$ cat config.mk
export PLATFORM = sky130hd
export DESIGN_NAME = tga_rle_pixel_decoder
export DESIGN_NICKNAME = d
export VERILOG_FILES = /design/src/rtl/tgarle_pkg.sv /design/src/rtl/tgarle_fifo.sv /design/src/rtl/tgarle_front.sv /design/src/rtl/tgarle_back.sv /design/src/rtl/tga_rle_pixel_decoder.sv
export SDC_FILE = /design/constraint.sdc
export NUM_CORES = 1
export LEC_CHECK = 0
export ABC_CLOCK_PERIOD_IN_PS = 7500
export BUFFER_PORTS_ARGS = -buffer_cell sky130_fd_sc_hd__buf_2
export CORE_ASPECT_RATIO = 1.75
export CORE_MARGIN = 2
export CORE_UTILIZATION = 50
export CTS_BUF_LIST = sky130_fd_sc_hd__clkbuf_2
export CTS_CLUSTER_SIZE = 8
export DETAILED_ROUTE_END_ITERATION = 12
export HOLD_SLACK_MARGIN = 0.1
export PLACE_DENSITY = 0.66
export SETUP_SLACK_MARGIN = 0.1
export SYNTH_ARGS = -nofsm -noshare
export SYNTH_HDL_FRONTEND = slang
export SYNTH_SLANG_ARGS = --single-unit
$ cat constraint.sdc
create_clock -name clk_i -period 7.5 [get_ports clk_i]
set_clock_uncertainty 0.05 [all_clocks]
set_input_delay 0.75 -clock clk_i [delete_from_list [all_inputs] [get_ports clk_i]]
set_output_delay 0.75 -clock clk_i [all_outputs]
set_load 0.01 [all_outputs]
$ cat src/rtl/tgarle_pkg.sv
// Package for the TGA run-length pixel decoder.
// Holds payload structs, command and config types, state enums and a helper function.
// No dependencies.
`timescale 1ns / 1ps

package tgarle_pkg;

  // Field widths
  localparam int unsigned CfgDataW  = 13;
  localparam int unsigned CfgIndexW = 3;
  localparam int unsigned DimW      = 13;
  localparam int unsigned WalkW     = 12;
  localparam int unsigned PixW      = 2 * DimW;

  // Largest image side; larger register values are clamped to this
  localparam logic [DimW-1:0] MaxDimension = 13'd4096;

  // Reset values of the configuration registers
  localparam logic [DimW-1:0] ResetWidth  = 13'd256;
  localparam logic [DimW-1:0] ResetHeight = 13'd256;
  localparam logic [2:0]      BppThree    = 3'd3;
  localparam logic [2:0]      BppFour     = 3'd4;

  // Configuration register indexes
  typedef enum logic [CfgIndexW-1:0] {
    CFG_IMAGE_WIDTH     = 3'd0,
    CFG_IMAGE_HEIGHT    = 3'd1,
    CFG_RLE_MODE        = 3'd2,
    CFG_BYTES_PER_PIXEL = 3'd3,
    CFG_REVERSE_COLUMNS = 3'd4,
    CFG_REVERSE_ROWS    = 3'd5
  } cfg_reg_e;

  // Open packet kind
  typedef enum logic [1:0] {
    PK_NONE = 2'd0,
    PK_RUN  = 2'd1,
    PK_RAW  = 2'd2
  } packet_kind_e;

  // Back-end sequencer states
  typedef enum logic [1:0] {
    BS_IDLE,
    BS_EMIT,
    BS_WALK
  } back_state_e;

  // Input transaction payload
  typedef struct packed {
    logic [7:0] data_byte;
    logic       frame_start;
  } in_t;

  // Output transaction payload
  typedef struct packed {
    logic [7:0]       red;
    logic [7:0]       green;
    logic [7:0]       blue;
    logic [WalkW-1:0] start_column;
    logic [WalkW-1:0] start_row;
    logic [7:0]       repeat_res;
    logic             image_done;
    logic             run_clamped;
  } out_t;

  // Command from front end to back end
  typedef struct packed {
    logic        restart;    // move walk to start corner and clear progress
    logic        has_pixel;  // a colour completed
    logic [23:0] color;      // {red, green, blue}
    logic [7:0]  want;       // requested repeat, 1..128
  } cmd_t;

  // Settings seen by the front end
  typedef struct packed {
    logic rle_mode;
    logic bpp_four;
  } front_cfg_t;

  // Settings seen by the back end (sizes already clamped)
  typedef struct packed {
    logic [DimW-1:0] width;
    logic [DimW-1:0] height;
    logic            reverse_columns;
    logic            reverse_rows;
  } walk_cfg_t;

  // Clamp a size register into 1..MaxDimension
  function automatic logic [DimW-1:0] eff_dim(input logic [DimW-1:0] v);
    logic [DimW-1:0] r;
    r = v;
    if (v == '0) begin
      r = DimW'(1);
    end else if (v > MaxDimension) begin
      r = MaxDimension;
    end
    return r;
  endfunction

endpackage

$ cat src/rtl/tgarle_fifo.sv
// Short command queue between the decoder front end and the walk back end.
// Register based, one push and one pop per cycle. Uses tgarle_pkg::cmd_t.
`timescale 1ns / 1ps

module tgarle_fifo #(
  parameter int unsigned DEPTH = 4
) (
  input  logic              clk_i,
  input  logic              rst_ni,
  input  logic              push_i,
  input  tgarle_pkg::cmd_t  push_data_i,
  output logic              full_o,
  input  logic              pop_i,
  output logic              empty_o,
  output tgarle_pkg::cmd_t  head_o
);

  localparam int unsigned AddrW  = (DEPTH > 1) ? $clog2(DEPTH) : 1;
  localparam int unsigned CountW = $clog2(DEPTH + 1);

  tgarle_pkg::cmd_t   mem_q [DEPTH];
  logic [AddrW-1:0]   wr_ptr_q, wr_ptr_d;
  logic [AddrW-1:0]   rd_ptr_q, rd_ptr_d;
  logic [CountW-1:0]  count_q, count_d;

  assign full_o  = (count_q == CountW'(DEPTH));
  assign empty_o = (count_q == '0);
  assign head_o  = mem_q[rd_ptr_q];

  // Pointer wrap and occupancy
  always_comb begin
    wr_ptr_d = wr_ptr_q;
    rd_ptr_d = rd_ptr_q;
    count_d  = count_q;
    if (push_i) begin
      wr_ptr_d = (wr_ptr_q == AddrW'(DEPTH - 1)) ? '0 : wr_ptr_q + AddrW'(1);
    end
    if (pop_i) begin
      rd_ptr_d = (rd_ptr_q == AddrW'(DEPTH - 1)) ? '0 : rd_ptr_q + AddrW'(1);
    end
    if (push_i && !pop_i) begin
      count_d = count_q + CountW'(1);
    end else if (pop_i && !push_i) begin
      count_d = count_q - CountW'(1);
    end
  end

  always_ff @(posedge clk_i or negedge rst_ni) begin
    if (!rst_ni) begin
      wr_ptr_q <= '0;
      rd_ptr_q <= '0;
      count_q  <= '0;
    end else begin
      wr_ptr_q <= wr_ptr_d;
      rd_ptr_q <= rd_ptr_d;
      count_q  <= count_d;
    end
  end

  // Storage, no reset needed
  always_ff @(posedge clk_i) begin
    if (push_i) begin
      mem_q[wr_ptr_q] <= push_data_i;
    end
  end

endmodule

$ cat src/rtl/tgarle_front.sv
// Front end: accepts pixel-data bytes, parses packet headers and gathers colours.
// Emits restart and pixel commands into the queue. Depends on tgarle_pkg.
`timescale 1ns / 1ps

module tgarle_front (
  input  logic                    clk_i,
  input  logic                    rst_ni,
  input  tgarle_pkg::front_cfg_t  cfg_i,
  input  logic                    in_valid_i,
  output logic                    in_ready_o,
  input  tgarle_pkg::in_t         in_data_i,
  output logic                    push_o,
  output tgarle_pkg::cmd_t        push_data_o,
  input  logic                    full_i
);

  tgarle_pkg::packet_kind_e kind_q, kind_d, kind_c;
  logic [7:0]  left_q, left_d, left_c;
  logic [1:0]  pos_q, pos_d, pos_c;
  logic [23:0] color_q, color_d, color_c;
  logic        accept;
  logic        pixel_done;
  logic        last_byte;
  logic [7:0]  want;
  logic [7:0]  b;

  assign in_ready_o = !full_i;
  assign accept     = in_valid_i && in_ready_o;
  assign b          = in_data_i.data_byte;

  // Decode one byte against the (frame-start cleared) state
  always_comb begin
    kind_c  = in_data_i.frame_start ? tgarle_pkg::PK_NONE : kind_q;
    left_c  = in_data_i.frame_start ? 8'd0  : left_q;
    pos_c   = in_data_i.frame_start ? 2'd0  : pos_q;
    color_c = in_data_i.frame_start ? 24'd0 : color_q;

    kind_d     = kind_c;
    left_d     = left_c;
    pos_d      = pos_c;
    color_d    = color_c;
    pixel_done = 1'b0;
    want       = 8'd1;
    last_byte  = 1'b0;

    if (cfg_i.rle_mode && kind_c == tgarle_pkg::PK_NONE) begin
      // packet header: bit 7 selects run, low bits give count - 1
      kind_d = b[7] ? tgarle_pkg::PK_RUN : tgarle_pkg::PK_RAW;
      left_d = {1'b0, b[6:0]} + 8'd1;
      pos_d  = 2'd0;
    end else begin
      // bytes arrive blue, green, red; a fourth byte is dropped
      case (pos_c)
        2'd0:    color_d = {color_c[23:8], b};
        2'd1:    color_d = {color_c[23:16], b, color_c[7:0]};
        2'd2:    color_d = {b, color_c[15:0]};
        default: color_d = color_c;
      endcase
      last_byte = cfg_i.bpp_four ? (pos_c == 2'd3) : (pos_c >= 2'd2);
      pos_d     = last_byte ? 2'd0 : pos_c + 2'd1;
      if (last_byte) begin
        pixel_done = 1'b1;
        if (cfg_i.rle_mode) begin
          if (kind_c == tgarle_pkg::PK_RUN) begin
            want   = left_c;
            kind_d = tgarle_pkg::PK_NONE;
            left_d = 8'd0;
          end else if (left_c <= 8'd1) begin
            kind_d = tgarle_pkg::PK_NONE;
            left_d = 8'd0;
          end else begin
            left_d = left_c - 8'd1;
          end
        end
      end
    end
  end

  // Command to the back end
  assign push_o                = accept && (in_data_i.frame_start || pixel_done);
  assign push_data_o.restart   = in_data_i.frame_start;
  assign push_data_o.has_pixel = pixel_done;
  assign push_data_o.color     = color_d;
  assign push_data_o.want      = want;

  always_ff @(posedge clk_i or negedge rst_ni) begin
    if (!rst_ni) begin
      kind_q  <= tgarle_pkg::PK_NONE;
      left_q  <= 8'd0;
      pos_q   <= 2'd0;
      color_q <= 24'd0;
    end else if (accept) begin
      kind_q  <= kind_d;
      left_q  <= left_d;
      pos_q   <= pos_d;
      color_q <= color_d;
    end
  end

endmodule

$ cat src/rtl/tgarle_back.sv
// Back end: clamps runs against the image size, emits records and steps the walk.
// Pops commands from the queue and drives the output register. Depends on tgarle_pkg.
`timescale 1ns / 1ps

module tgarle_back (
  input  logic                   clk_i,
  input  logic                   rst_ni,
  input  tgarle_pkg::walk_cfg_t  cfg_i,
  input  logic                   empty_i,
  input  tgarle_pkg::cmd_t       head_i,
  output logic                   pop_o,
  output logic                   out_valid_o,
  input  logic                   out_ready_i,
  output tgarle_pkg::out_t       out_data_o
);

  localparam int unsigned DimW  = tgarle_pkg::DimW;
  localparam int unsigned WalkW = tgarle_pkg::WalkW;
  localparam int unsigned PixW  = tgarle_pkg::PixW;

  tgarle_pkg::back_state_e state_q, state_d;
  tgarle_pkg::cmd_t        cmd_q, cmd_d;
  tgarle_pkg::out_t        out_q, out_d;
  logic                    out_valid_q, out_valid_d;
  logic [WalkW-1:0]        col_q, col_d;
  logic [WalkW-1:0]        row_q, row_d;
  logic [PixW-1:0]         done_px_q, done_px_d;
  logic                    finished_q, finished_d;
  logic [7:0]              left_q, left_d;
  logic [PixW-1:0]         total_q;

  logic [PixW-1:0]  remaining;
  logic             none_left;
  logic             clamp;
  logic [7:0]       n;
  logic             last_px;
  logic             out_free;
  logic             load_rec;
  logic [DimW-1:0]  col_ext;
  logic [DimW-1:0]  room;
  logic [WalkW-1:0] row_step;

  // Image pixel count, registered off the size settings
  always_ff @(posedge clk_i) begin
    total_q <= cfg_i.width * cfg_i.height;
  end

  // Run clamp against pixels still left in the image
  assign remaining = total_q - done_px_q;
  assign none_left = (done_px_q >= total_q);
  assign clamp     = ({{(PixW-8){1'b0}}, cmd_q.want} > remaining);
  assign n         = clamp ? remaining[7:0] : cmd_q.want;
  assign last_px   = ({{(PixW-8){1'b0}}, n} == remaining);
  assign out_free  = !out_valid_q || out_ready_i;

  // Pixels that fit before the end of the current row
  assign col_ext  = {1'b0, col_q};
  assign room     = cfg_i.reverse_columns ? col_ext + DimW'(1) :
                    (col_ext >= cfg_i.width) ? DimW'(1) : cfg_i.width - col_ext;
  assign row_step = cfg_i.reverse_rows ? row_q - WalkW'(1) : row_q + WalkW'(1);

  // Sequencer
  always_comb begin
    state_d     = state_q;
    cmd_d       = cmd_q;
    out_d       = out_q;
    out_valid_d = out_valid_q && !out_ready_i;
    col_d       = col_q;
    row_d       = row_q;
    done_px_d   = done_px_q;
    finished_d  = finished_q;
    left_d      = left_q;
    pop_o       = 1'b0;
    load_rec    = 1'b0;

    case (state_q)
      tgarle_pkg::BS_IDLE: begin
        if (!empty_i) begin
          pop_o = 1'b1;
          cmd_d = head_i;
          if (head_i.restart) begin
            col_d      = cfg_i.reverse_columns ? WalkW'(cfg_i.width - DimW'(1)) : '0;
            row_d      = cfg_i.reverse_rows ? WalkW'(cfg_i.height - DimW'(1)) : '0;
            done_px_d  = '0;
            finished_d = 1'b0;
          end
          state_d = head_i.has_pixel ? tgarle_pkg::BS_EMIT : tgarle_pkg::BS_IDLE;
        end
      end

      tgarle_pkg::BS_EMIT: begin
        if (finished_q || none_left) begin
          // nothing left to cover: drop the pixel
          finished_d = 1'b1;
          state_d    = tgarle_pkg::BS_IDLE;
        end else if (out_free) begin
          load_rec           = 1'b1;
          out_d.red          = cmd_q.color[23:16];
          out_d.green        = cmd_q.color[15:8];
          out_d.blue         = cmd_q.color[7:0];
          out_d.start_column = col_q;
          out_d.start_row    = row_q;
          out_d.repeat_res   = n;
          out_d.image_done   = last_px;
          out_d.run_clamped  = clamp;
          out_valid_d        = 1'b1;
          done_px_d          = done_px_q + PixW'(n);
          finished_d         = last_px;
          left_d             = n;
          state_d            = tgarle_pkg::BS_WALK;
        end
      end

      tgarle_pkg::BS_WALK: begin
        // consume the rest of the current row, or finish inside it
        if ({{(DimW-8){1'b0}}, left_q} < room) begin
          col_d   = cfg_i.reverse_columns ? col_q - WalkW'(left_q) : col_q + WalkW'(left_q);
          left_d  = 8'd0;
          state_d = tgarle_pkg::BS_IDLE;
        end else begin
          col_d   = cfg_i.reverse_columns ? WalkW'(cfg_i.width - DimW'(1)) : '0;
          row_d   = row_step;
          left_d  = left_q - room[7:0];
          state_d = (left_d == 8'd0) ? tgarle_pkg::BS_IDLE : tgarle_pkg::BS_WALK;
        end
      end

      default: state_d = tgarle_pkg::BS_IDLE;
    endcase
  end

  always_ff @(posedge clk_i or negedge rst_ni) begin
    if (!rst_ni) begin
      state_q     <= tgarle_pkg::BS_IDLE;
      out_valid_q <= 1'b0;
      col_q       <= '0;
      row_q       <= '0;
      done_px_q   <= '0;
      finished_q  <= 1'b0;
      left_q      <= 8'd0;
    end else begin
      state_q     <= state_d;
      out_valid_q <= out_valid_d;
      col_q       <= col_d;
      row_q       <= row_d;
      done_px_q   <= done_px_d;
      finished_q  <= finished_d;
      left_q      <= left_d;
    end
  end

  // Payload registers
  always_ff @(posedge clk_i) begin
    cmd_q <= cmd_d;
    out_q <= out_d;
  end

  assign out_valid_o = out_valid_q;
  assign out_data_o  = out_q;

  // The walk never runs with nothing left to step
  a_walk_left: assert property (@(posedge clk_i) disable iff (!rst_ni)
    state_q == tgarle_pkg::BS_WALK |-> left_q != 8'd0)
    else $error("walk state with zero pixels left");

  // A record is only loaded into a free output register
  a_load_free: assert property (@(posedge clk_i) disable iff (!rst_ni)
    load_rec |-> (!out_valid_q || out_ready_i))
    else $error("record overwrote a pending transaction");

  // Pending records always cover 1..128 pixels
  a_repeat_range: assert property (@(posedge clk_i) disable iff (!rst_ni)
    out_valid_q |-> (out_q.repeat_res != 8'd0) && (out_q.repeat_res <= 8'd128))
    else $error("record repeat out of range");

  // A record reaching the last pixel finishes the image
  a_done_sets_finished: assert property (@(posedge clk_i) disable iff (!rst_ni)
    load_rec && last_px |=> finished_q)
    else $error("image end not latched");

endmodule

$ cat src/rtl/tga_rle_pixel_decoder.sv
// Top level of the TGA run-length pixel decoder: config registers, front end,
// command queue and back end. Depends on tgarle_pkg, tgarle_front, tgarle_fifo, tgarle_back.
//
//   channel  direction  handshake                 payload
//   in       input      in_valid_i / in_ready_o   in_data_i  (tgarle_pkg::in_t)
//   out      output     out_valid_o / out_ready_i out_data_o (tgarle_pkg::out_t)
//   cfg      input      cfg_we_i                  cfg_index_i, cfg_data_i
//
// The front end takes one byte per cycle while the queue has room.
// The back end handles each record in pop, emit and walk steps, repeating the walk step
// for each further row boundary the run crosses; emit waits for a free output register.
// Raw 24-bit data sustains about one byte per cycle while the output keeps up; long runs
// are set by the walk. Reset clears walk, packet and queue state at once; no clearing pass.
// Output stalls back up through the queue to in_ready_o.
`timescale 1ns / 1ps

module tga_rle_pixel_decoder #(
  parameter int unsigned QUEUE_DEPTH = 4
) (
  input  logic                                  clk_i,
  input  logic                                  rst_ni,
  input  logic                                  in_valid_i,
  output logic                                  in_ready_o,
  input  tgarle_pkg::in_t                       in_data_i,
  output logic                                  out_valid_o,
  input  logic                                  out_ready_i,
  output tgarle_pkg::out_t                      out_data_o,
  input  logic                                  cfg_we_i,
  input  logic [tgarle_pkg::CfgIndexW-1:0]      cfg_index_i,
  input  logic [tgarle_pkg::CfgDataW-1:0]       cfg_data_i
);

  logic [tgarle_pkg::DimW-1:0] width_q, height_q;
  logic                        rle_q;
  logic [2:0]                  bpp_q;
  logic                        rev_cols_q, rev_rows_q;

  tgarle_pkg::front_cfg_t front_cfg;
  tgarle_pkg::walk_cfg_t  walk_cfg;
  tgarle_pkg::cmd_t       push_data, head;
  logic                   push, pop, full, empty;

  // Configuration registers
  always_ff @(posedge clk_i or negedge rst_ni) begin
    if (!rst_ni) begin
      width_q    <= tgarle_pkg::ResetWidth;
      height_q   <= tgarle_pkg::ResetHeight;
      rle_q      <= 1'b0;
      bpp_q      <= tgarle_pkg::BppThree;
      rev_cols_q <= 1'b0;
      rev_rows_q <= 1'b0;
    end else if (cfg_we_i) begin
      case (cfg_index_i)
        tgarle_pkg::CFG_IMAGE_WIDTH:     width_q    <= cfg_data_i;
        tgarle_pkg::CFG_IMAGE_HEIGHT:    height_q   <= cfg_data_i;
        tgarle_pkg::CFG_RLE_MODE:        rle_q      <= cfg_data_i[0];
        tgarle_pkg::CFG_BYTES_PER_PIXEL: bpp_q      <= cfg_data_i[2:0];
        tgarle_pkg::CFG_REVERSE_COLUMNS: rev_cols_q <= cfg_data_i[0];
        tgarle_pkg::CFG_REVERSE_ROWS:    rev_rows_q <= cfg_data_i[0];
        default: ;
      endcase
    end
  end

  assign front_cfg.rle_mode        = rle_q;
  assign front_cfg.bpp_four        = (bpp_q == tgarle_pkg::BppFour);
  assign walk_cfg.width            = tgarle_pkg::eff_dim(width_q);
  assign walk_cfg.height           = tgarle_pkg::eff_dim(height_q);
  assign walk_cfg.reverse_columns  = rev_cols_q;
  assign walk_cfg.reverse_rows     = rev_rows_q;

  tgarle_front u_front (
    .clk_i       (clk_i),
    .rst_ni      (rst_ni),
    .cfg_i       (front_cfg),
    .in_valid_i  (in_valid_i),
    .in_ready_o  (in_ready_o),
    .in_data_i   (in_data_i),
    .push_o      (push),
    .push_data_o (push_data),
    .full_i      (full)
  );

  tgarle_fifo #(
    .DEPTH (QUEUE_DEPTH)
  ) u_fifo (
    .clk_i       (clk_i),
    .rst_ni      (rst_ni),
    .push_i      (push),
    .push_data_i (push_data),
    .full_o      (full),
    .pop_i       (pop),
    .empty_o     (empty),
    .head_o      (head)
  );

  tgarle_back u_back (
    .clk_i       (clk_i),
    .rst_ni      (rst_ni),
    .cfg_i       (walk_cfg),
    .empty_i     (empty),
    .head_i      (head),
    .pop_o       (pop),
    .out_valid_o (out_valid_o),
    .out_ready_i (out_ready_i),
    .out_data_o  (out_data_o)
  );

endmodule
==> flow_metrics.env, run 1 <==
export IMPL_path_cells="inv_1 > ha_1 > inv_1 > o221ai_2 > a21oi_1 > a31oi_1 > or4b_1 > or4_1 > or4_1 > or4_1 > nor2_1 > mux2_2 > ha_1 > a21o_1 > a21oi_1 > o21ai_0 > a21oi_1 > nor2b_1 > or4_1 > nand4_1 > or3_1 > a21oi_1"
export IMPL_synth_edff_count=226
export IMPL_finalSetupViolCount=0
export IMPL_crit_path_start_kind="flop"
export IMPL_synthArstFlopShare=0.3522
export IMPL_setup_slack_ns=0.4606
export IMPL_timing_fmax_ghz=0.1421
export IMPL_cts_buffers=89
export IMPL_gp_congestion=0.9294
export IMPL_drc=0
export IMPL_netlist_top_cells_area="edfxtp_1, dfrtp_1, fa_1, ha_1, nand2_1"
export IMPL_min_path_cells=0
export IMPL_viasPerCell=5.729
export IMPL_drtIter0Drc=1175
export IMPL_place_hpwl_mm=55.47
export IMPL_dieArea_sq_um=53320
export IMPL_worst_ep_arrival_time_ns=7.99
export IMPL_cp_slowest_cell="or4_1"
export IMPL_nets=2982
export IMPL_cts_buffer_depth=3
export IMPL_synth_seq_cells=389
export IMPL_yosysTopAreaCellShare=0.2640
export IMPL_period_share=0.9386
export IMPL_grt_overflow_total=0
export IMPL_die_w_um=175.4
export IMPL_drt_first_pass_iters=7
export IMPL_maxCapViolCount=0
export IMPL_antenna_found_initial=2
export IMPL_routedWlPerCell_um=21.44
export IMPL_p_per_area_nw_per_um2=424.5
export IMPL_yosys_cell_types_count=84
export IMPL_dp_slack_ns=0.6922
export IMPL_cts_sinks=389
export IMPL_grt_max_degree=68
export IMPL_power_total_w=0.01201
export IMPL_synth_area_sq_um=25710
export IMPL_coreArea_sq_um=51060
export IMPL_drive_above_1_share=0.1374
export IMPL_tightest_slew_ns=1.119
export IMPL_cp_end_kind="flop"
export IMPL_required_ns=8.45
export IMPL_grt_total_usage=0.2793
export IMPL_ir_drop_v=0.0002727
export IMPL_synth_area_leader_cell="edfxtp_1"
export IMPL_final_min_clock_period_ns=7.039
export IMPL_yosysWarnings=0
export IMPL_synthesis_instances=2482
export IMPL_grt_pass1_wl_mm=114.3
export IMPL_max_slew_margin_rel=0.2543
export IMPL_grt_setup_unrepaired="no"
export IMPL_finalWirelength_mm=73.00
export IMPL_syn_to_final_growth_pct=10.10
export IMPL_worstSetupPathType="flop to flop"
export IMPL_cts_max_level=3
export IMPL_start_util=0.5035
export IMPL_hold_viol=0
export IMPL_hold_path_class="flop to flop"
export IMPL_setup_tns_final_ns=0
export IMPL_synthFlopType="edfxtp_1"
export IMPL_ant_nets=0
export IMPL_clkLatencyLatePin_ns=1.13
export IMPL_yosysSeqAreaShare=0.4178
export IMPL_clk_pin_slew_worst_paths_ns=0.14
export IMPL_synth_area_per_cell_sq_um=10.36
export IMPL_syn_nets=2811
export IMPL_cts_setup_buffers=0
export IMPL_port_buffers=89
export IMPL_slowest_delay_ns=0.60
export IMPL_status="finished clean"
export IMPL_slew_viol_final=0
export IMPL_fp_row_count=110
export IMPL_root_buffer="clkbuf_2"
export IMPL_ios=90
export IMPL_p_leak_nw=12.25
export IMPL_dr_total_vias=19510
export IMPL_path_max_fanout=11
export IMPL_rr_worst_depth=22
export IMPL_cts_tree="built"
export IMPL_grt_pass1_vias=20890
export IMPL_die_h_um=304.0
flip-flops by register name, indices dropped and copies added (netlist names), 2 cells and up:
signal and count:
u_fifo.mem_q 136, u_back.out_data_o 58, u_back.cmd_q 32, u_back.done_px_q 26
u_back.total_q 26, u_front.color_q 24, height_q 13, width_q 13
u_back.col_q 12, u_back.row_q 12, u_back.left_q 8, u_front.left_q 8
bpp_q 3, u_fifo.count_q 3, u_back.state_q 2, u_fifo.rd_ptr_q 2
u_fifo.wr_ptr_q 2, u_front.kind_q 2, u_front.pos_q 2
repair_timing:
action                                 in CTS  in global routing
gates resized for setup                     0                  2
endpoints found under the hold margin     174                  0
hold buffers                               37                  0
setup endpoints to repair                   0                 11
layout by cell type (no fill, tap or decap), types with 8 or more instances in the layout:
cell type,netlist,layout
nand3_1,47,47
nor3_1,48,48
or3_1,18,18
nor4_1,22,22
and2_1,19,19
a22o_1,27,27
o21a_1,20,20
edfxtp_1,226,226
ha_1,171,171
a31oi_1,31,31
o211ai_1,12,12
a21o_1,30,30
a21oi_1,109,109
nand2b_1,25,25
nand2_1,284,284
or4_1,14,14
fa_1,128,128
o21ai_0,103,102
nor2_1,200,200
xnor2_1,98,98
and3_1,19,19
mux2i_1,17,17
mux4_2,34,34
clkbuf_2,1,136
dfrtp_1,133,132
dlygate4sd3_1,0,37
xor2_1,28,28
buf_4,3,40
o22ai_1,12,12
nor2b_1,33,33
inv_1,273,273
dfxtp_1,26,26
a22oi_1,8,8
o31ai_1,12,12
nand4_1,20,20
mux2_2,34,34
buf_2,2,88
clkinv_1,6,20
final cells by class:
type	instances	area [sq um]
Fill cell	4507	22760
Multi-Input combinational cell	1725	13580
Sequential cell	389	10740
Timing Repair Buffer	167	1142
Inverter	281	1055
Tap cell	672	840.8
Clock buffer	136	680.7
Clock inverter	32	256.5
Antenna cell	3	7.507
final timing paths:
path | startpoint | to | slack, ns
worst min-delay path | u_back.cmd_q[16] | u_back.out_data_o[42] | 0.30
worst max register to register | u_back.done_px_q[5] | u_back.done_px_q[21] | 0.46
worst max-delay path | u_back.done_px_q[5] | u_back.done_px_q[21] | 0.46
max in group asynchronous | rst_ni | u_fifo.rd_ptr_q[0] | 5.06
worst min register to register | u_back.cmd_q[16] | u_back.out_data_o[42] | 0.30
min in group asynchronous | rst_ni | u_back.done_px_q[20] | 0.69
where the power goes:
part / internal, W / total (W) / switching (W)
clock network: 0.000633 / 0.00152 / 0.000882
logic: 0.00275 / 0.00708 / 0.00434
registers: 0.00301 / 0.00342 / 0.000406
synthesized netlist by cell type (19+ instances only):
cell,instances
a22o_1,27
nand4_1,20
inv_1,273
clkbuf_1,72
dfxtp_1,26
edfxtp_1,226
nor2_1,200
o21ai_0,103
mux4_2,34
a21oi_1,109
nor4_1,22
a21o_1,30
and3_1,19
ha_1,171
mux2_2,34
nand2_1,284
a31oi_1,31
dfrtp_1,133
o21a_1,20
nor3_1,48
nand2b_1,25
nand3_1,47
nor2b_1,33
fa_1,128
and2_1,19
xor2_1,28
xnor2_1,98
routing by layer:
layer  vias up  share of wire  track usage
met5         -              0            0
met1      9626           0.34       0.2829
li1       9063              -            -
met2       614           0.56       0.5310
met3       204          0.044      0.04323
met4         0          0.058       0.1628
worst max-delay path, delay by kind of cell, from the launching register on:
kind            cells  cell delay (ns)
fa+ha+maj           2             0.78
simple gates        9             3.57
compound gates      8             1.46
buf+inv             2             0.27
mux                 1             0.38
flops               1             0.39
cells by family after synthesis:
logic type,count (synthesis),share of synthesized area
XOR/XNOR,126,0.04293
AND/OR/NAND/NOR,782,0.1413
adder cells (fa/ha/maj),299,0.1829
buffers and inverters,368,0.05432
AO/OA/AOI/OAI,433,0.1095
multiplexers,85,0.05130
flip-flops,389,0.4178
metrics by stage:
stage / util / instances / hold WS (ns) / cell area [sq um]
2_1_floorplan: - / 2482 / 0.3503 / 25710
3_3_place_gp: 0.5285 / 3197 / 0.3553 / 26980
3_5_place_dp: 0.5285 / 3197 / 0.3545 / 26980
4_1_cts: 0.5541 / 3402 / 0.2278 / 28290
5_1_grt: 0.5543 / 3405 / 0.2924 / 28300
6_report: 0.5543 / 3405 / 0.2950 / 28300
Note: power is estimated with default switching activity, not from simulation.
==> run 2: changes to the inputs <==
--- a/config.mk
+++ b/config.mk
@@ -9,12 +9,12 @@
 export BUFFER_PORTS_ARGS = -buffer_cell sky130_fd_sc_hd__buf_2
 export CORE_ASPECT_RATIO = 1.75
 export CORE_MARGIN = 2
-export CORE_UTILIZATION = 50
+export CORE_UTILIZATION = 35
 export CTS_BUF_LIST = sky130_fd_sc_hd__clkbuf_2
 export CTS_CLUSTER_SIZE = 8
 export DETAILED_ROUTE_END_ITERATION = 12
 export HOLD_SLACK_MARGIN = 0.1
-export PLACE_DENSITY = 0.66
+export PLACE_DENSITY = 0.5
 export SETUP_SLACK_MARGIN = 0.1
 export SYNTH_ARGS = -nofsm -noshare
 export SYNTH_HDL_FRONTEND = slang
==> flow_metrics.env, run 2 (same netlist as run 1, synthesis figures left out) <==
export IMPL_status="finished clean"
export IMPL_viasPerCell=5.274
export IMPL_power_frac_comb=0.587
export IMPL_p_seq_frac=0.284
export IMPL_grt_total_usage=0.2060
export IMPL_ios=90
export IMPL_setup_tns_final_ns=0
export IMPL_tightest_slew_ns=0.9621
export IMPL_most_common_layout_cells="nand2_1, inv_1, edfxtp_1, nor2_1, ha_1"
export IMPL_start_util=0.3532
export IMPL_coreArea_sq_um=72770
export IMPL_cts_max_level=3
export IMPL_r2r_slack_ns=0.64
export IMPL_timing_fmax_ghz=0.1459
export IMPL_place_hpwl_mm=58.67
export IMPL_grt_overflow_total=0
export IMPL_gp_congestion=0.8985
export IMPL_setup_slack_ns=0.6443
export IMPL_fp_row_count=131
export IMPL_ant_nets=0
export IMPL_hold_path_class="input pin to flop"
export IMPL_die_h_um=362.5
export IMPL_path_max_fanout=11
export IMPL_port_buffers=89
export IMPL_root_buffer="clkbuf_2"
export IMPL_finalSetupViolCount=0
export IMPL_regMostFlops="u_fifo.mem_q"
export IMPL_power_switching_fraction=0.4722
export IMPL_drive_above_1_share=0.1383
export IMPL_p_per_area_nw_per_um2=422.2
export IMPL_slew_viol_final=0
export IMPL_cts_setup_buffers=0
export IMPL_antenna_found_initial=2
export IMPL_multi_input_area_sq_um=13580
export IMPL_rr_worst_depth=28
export IMPL_ir_drop_v=0.0001916
export IMPL_nets=3004
export IMPL_fill_cells=7311
export IMPL_routedWlPerCell_um=20.96
export IMPL_drc=0
export IMPL_p_int_w=0.006420
export IMPL_dieArea_sq_um=75720
export IMPL_cts_buffers=93
export IMPL_max_slew_margin_rel=0.3586
export IMPL_largest_register_ffs=136
export IMPL_startpoint="u_back.done_px_q[0]"
export IMPL_reg2reg_to="u_back.done_px_q[12]"
export IMPL_instances_no_fill=3690
export IMPL_maxCapViolCount=0
export IMPL_clkLatencyLatePin_ns=1.28
export IMPL_drtIter0Drc=1014
export IMPL_slowest_delay_ns=0.60
export IMPL_drt_first_pass_iters=6
export IMPL_grt_setup_unrepaired="no"
export IMPL_final_common_cell="nand2_1"
export IMPL_cp_end_kind="flop"
export IMPL_min_path_cells=3
export IMPL_post_place_cells=3464
export IMPL_hold_viol=0
export IMPL_p_leak_nw=12.36
export IMPL_final_min_clock_period_ns=6.856
export IMPL_required_ns=8.56
export IMPL_clk_pin_slew_worst_paths_ns=0.13
export IMPL_cts_tree="built"
export IMPL_period_share=0.9141
export IMPL_dr_total_vias=19460
export IMPL_finalWirelength_mm=77.36
export IMPL_cts_sinks=389
export IMPL_reg2reg_from="u_back.done_px_q[0]"
export IMPL_worstSetupPathType="flop to flop"
export IMPL_crit_path_start_kind="flop"
export IMPL_seq_area_sq_um=10740
export IMPL_cp_slowest_cell="or4_1"
export IMPL_grt_pass1_vias=20640
export IMPL_worst_ep_arrival_time_ns=7.91
export IMPL_syn_to_final_growth_pct=12.06
export IMPL_power_switching_w=0.005743
export IMPL_grt_max_degree=70
export IMPL_dp_slack_ns=0.6926
export IMPL_min_to="height_q[7]"
export IMPL_grt_pass1_wl_mm=118.5
export IMPL_utilization=0.3958
export IMPL_clkPwrFrac=0.130
export IMPL_die_w_um=208.9
export IMPL_hp_start="cfg_data_i[7]"
export IMPL_cts_buffer_depth=3
-- run 2: per-stage QoR --
stage | cell area, sq um | total power [W] | hold slack [ns]
final | 28810 | 0.01216 | 0.3000
after detailed placement | 27360 | 0.01063 | 0.3559
after floorplan | 25710 | 0.008349 | 0.3503
after global placement | 27360 | 0.01053 | 0.3523
after global routing | 28810 | 0.01321 | 0.1981
after CTS | 28790 | 0.01231 | 0.1305
-- run 2: cell type report --
type,instances,area share
Clock inverter,35,0.008774
Clock buffer,139,0.02415
Tap cell,931,0.04044
Inverter,281,0.03666
Timing Repair Buffer,185,0.04539
Antenna cell,5,0.0004343
Sequential cell,389,0.3729
Multi-Input combinational cell,1725,0.4713
-- run 2: how the worst max path moves through the flow --
stage	end	slack (ns)	depth (start not counted)
2_1_floorplan	u_back.done_px_q[15]	1.46	25
3_3_place_gp	u_back.done_px_q[12]	0.84	24
3_5_place_dp	u_back.done_px_q[20]	0.69	28
4_1_cts	u_back.done_px_q[12]	0.65	27
5_1_grt	u_back.done_px_q[22]	0.21	27
6_report	u_back.done_px_q[12]	0.64	28
-- run 2: timing repair --
| item | CTS | global route |
|---|---|---|
| setup endpoints to repair | 0 | 6 |
| resized for setup | 0 | 1 |
| hold endpoints to repair | 241 | 0 |
| hold buffers | 47 | 0 |
-- run 2: per-layer routing --
layer  up-vias  track usage  share of wire
met5         -            0              0
met4         0       0.1232          0.059
met3       197      0.03580          0.038
met2       480       0.3956           0.55
met1      9709       0.2046           0.35
li1       9074            -              -
-- run 2: power by group through the flow --
| stage | clock [W] | sequential (W) | combinational (W) |
|---|---|---|---|
| floorplan | 0 | 0.00334 | 0.00501 |
| global placement | 0 | 0.00349 | 0.00704 |
| detailed placement | 0 | 0.00350 | 0.00712 |
| CTS | 0.00165 | 0.00346 | 0.00719 |
| global route | 0.00175 | 0.00351 | 0.00795 |
| finish | 0.00158 | 0.00345 | 0.00714 |
-- run 2: critical path: cells and delay by family (launching register included) --
| kind | cells | cell delay (ns) |
|---|---|---|
| and+or+nand+nor | 7 | 1.74 |
| buffers and inverters | 4 | 0.60 |
| adders and majority gates | 4 | 1.02 |
| AOI/OAI and AO/OA | 11 | 2.56 |
| DFF | 1 | 0.41 |
| muxes | 1 | 0.18 |
| xor gates and xnor gates | 1 | 0.14 |
==> run 3: changes to the inputs <==
--- a/config.mk
+++ b/config.mk
@@ -5,6 +5,7 @@
 export SDC_FILE = /design/constraint.sdc
 export NUM_CORES = 1
 export LEC_CHECK = 0
+export ABC_AREA = 1
 export ABC_CLOCK_PERIOD_IN_PS = 7500
 export BUFFER_PORTS_ARGS = -buffer_cell sky130_fd_sc_hd__buf_2
 export CORE_ASPECT_RATIO = 1.75
==> flow_metrics.env, run 3 <==
export IMPL_cts_tree="built"
export IMPL_status="finished clean"
export IMPL_clkLatencyLatePin_ns=1.32
export IMPL_cp_end_kind="flop"
export IMPL_grt_setup_unrepaired="no"
export IMPL_synth_area_leader_cell="edfxtp_1"
export IMPL_worstSetupPathType="flop to flop"
export IMPL_largest_register_ffs=136
export IMPL_setup_slack_ns=0.5923
export IMPL_port_buffers=89
export IMPL_period_share=0.9210
export IMPL_syn_to_final_growth_pct=12.12
export IMPL_grt_overflow_total=0
export IMPL_cts_sinks=389
export IMPL_required_ns=8.64
export IMPL_syn_nets=3328
export IMPL_cts_setup_buffers=0
export IMPL_place_hpwl_mm=61.49
export IMPL_setup_tns_final_ns=0
export IMPL_placed_cell_area_sq_um=27630
export IMPL_cp_slowest_cell="fa_1"
export IMPL_p_int_w=0.005676
export IMPL_grt_total_usage=0.2170
export IMPL_max_slew_margin_rel=0.1930
export IMPL_power_frac_comb=0.564
export IMPL_dieArea_sq_um=76360
export IMPL_nets=3532
export IMPL_finalSetupViolCount=0
export IMPL_dp_slack_ns=0.5333
export IMPL_holdWs_ns=0.2867
export IMPL_path_max_fanout=13
export IMPL_drtIter0Drc=1219
export IMPL_die_h_um=364.1
export IMPL_synth_seq_cells=389
export IMPL_power_switching_w=0.005594
export IMPL_cts_buffer_depth=3
export IMPL_drt_first_pass_iters=5
export IMPL_critPathBufInv=6
export IMPL_power_switching_fraction=0.4964
export IMPL_slew_viol_final=0
export IMPL_clkPwrFrac=0.136
export IMPL_final_common_cell="nand2_1"
export IMPL_grt_pass1_wl_mm=125.5
export IMPL_die_w_um=209.7
export IMPL_ir_drop_v=0.0001779
export IMPL_grt_pass1_vias=22140
export IMPL_start_util=0.3520
export IMPL_timing_fmax_ghz=0.1448
export IMPL_drive_above_1_share=0.1049
export IMPL_synth_area_per_cell_sq_um=8.645
export IMPL_coreArea_sq_um=73660
export IMPL_root_buffer="clkbuf_2"
export IMPL_synthArstFlopShare=0.3522
export IMPL_yosysTopAreaCellShare=0.2618
export IMPL_ant_nets=0
export IMPL_maxCapViolCount=0
export IMPL_most_common_layout_cells="nand2_1, inv_1, nor2_1, edfxtp_1, o21ai_0"
export IMPL_p_leak_nw=13.69
export IMPL_hold_viol=0
export IMPL_synthesis_instances=2999
export IMPL_regMostFlops="u_fifo.mem_q"
export IMPL_finalWirelength_mm=81.39
export IMPL_final_min_clock_period_ns=6.908
export IMPL_yosysSeqAreaShare=0.4142
export IMPL_grt_max_degree=72
export IMPL_hold_path_class="input pin to flop"
export IMPL_synthFlopType="edfxtp_1"
export IMPL_synth_edff_count=226
export IMPL_synth_area_sq_um=25930
export IMPL_netlist_top_cells_area="edfxtp_1, dfrtp_1, fa_1, nand2_1, ha_1"
export IMPL_synth_commonest_cells="nand2_1, inv_1, nor2_1"
export IMPL_dr_total_vias=21150
export IMPL_utilization=0.3946
export IMPL_slowest_delay_ns=0.56
export IMPL_p_per_area_nw_per_um2=387.7
export IMPL_routedWlPerCell_um=19.27
export IMPL_clk_pin_slew_worst_paths_ns=0.10
export IMPL_gp_congestion=0.9223
export IMPL_synth_most_common_cell="nand2_1"
export IMPL_cts_max_level=3
export IMPL_crit_path_start_kind="flop"
export IMPL_drc=0
export IMPL_fin_area_sq_um=29070
export IMPL_cts_buffers=94
export IMPL_ios=90
export IMPL_crit_family="adder cells"
export IMPL_fp_row_count=132
export IMPL_yosysWarnings=0
export IMPL_yosys_cell_types_count=62
export IMPL_p_seq_frac=0.299
export IMPL_worst_ep_arrival_time_ns=8.05
export IMPL_antenna_found_initial=3
export IMPL_viasPerCell=5.007
export IMPL_tightest_slew_ns=1.200
run 3: kinds of logic after synthesis:
kind of cell / synth area share
AO/OA/AOI/OAI: 0.1041
XOR/XNOR: 0.02871
adder cells (fa/ha/maj): 0.1814
buffers and inverters: 0.08624
flip-flops: 0.4142
AND/OR/NAND/NOR: 0.1854
run 3: worst paths after layout:
kind	cells past startpoint	slack, ns	to	startpoint
min in group asynchronous	4	0.57	u_fifo.wr_ptr_q[1]	rst_ni
worst min-delay path	4	0.29	width_q[12]	cfg_data_i[12]
worst min register to register	0	0.37	u_back.out_data_o[46]	u_back.cmd_q[20]
max in group asynchronous	4	5.93	u_back.row_q[3]	rst_ni
worst max register to register	25	0.59	u_back.total_q[25]	height_q[12]
worst max-delay path	25	0.59	u_back.total_q[25]	height_q[12]
run 3: power by group through the flow:
stage / clock [W] / combinational (W) / sequential [W]
finish: 0.00153 / 0.00636 / 0.00337
global route: 0.00172 / 0.00721 / 0.00343
global placement: 0 / 0.00627 / 0.00341
detailed placement: 0 / 0.00634 / 0.00342
CTS: 0.00162 / 0.00641 / 0.00338
floorplan: 0 / 0.00445 / 0.00330
run 3: layout make-up:
| type | count | area, sq um |
|---|---|---|
| Multi-Input combinational cell | 2023 | 13000 |
| Inverter | 516 | 1944 |
| Antenna cell | 7 | 17.52 |
| Timing Repair Buffer | 179 | 1260 |
| Tap cell | 938 | 1174 |
| Clock inverter | 43 | 289.0 |
| Sequential cell | 389 | 10740 |
| Clock buffer | 129 | 645.6 |
| Fill cell | 7567 | 44590 |
run 3: tightest hold or removal path, stage by stage:
cell and delay (ns):
dlygate4sd3_1 0.52, buf_2 0.09, inv_1 0.04, o21ai_0 0.14
run 3: metrics by stage:
step	power [W]	std cells
final	0.01127	4224
after detailed placement	0.009756	3999
after global placement	0.009684	3999
after floorplan	0.007746	2999
after CTS	0.01141	4217
after global routing	0.01236	4223
run 3: per-layer routing:
| layer | vias to the layer above | global-route usage | wire length (um) |
|---|---|---|---|
| met5 | - | 0 | 0 |
| li1 | 10230 | - | - |
| met4 | 0 | 0.1097 | 3869 |
| met2 | 523 | 0.4308 | 45320 |
| met3 | 160 | 0.02808 | 2801 |
| met1 | 10240 | 0.2183 | 29410 |
run 3: what timing repair did:
item	in CTS	in global routing
endpoints found under the setup margin	0	10
endpoints found under the hold margin	240	0
hold buffers	46	0
resized for setup	0	3
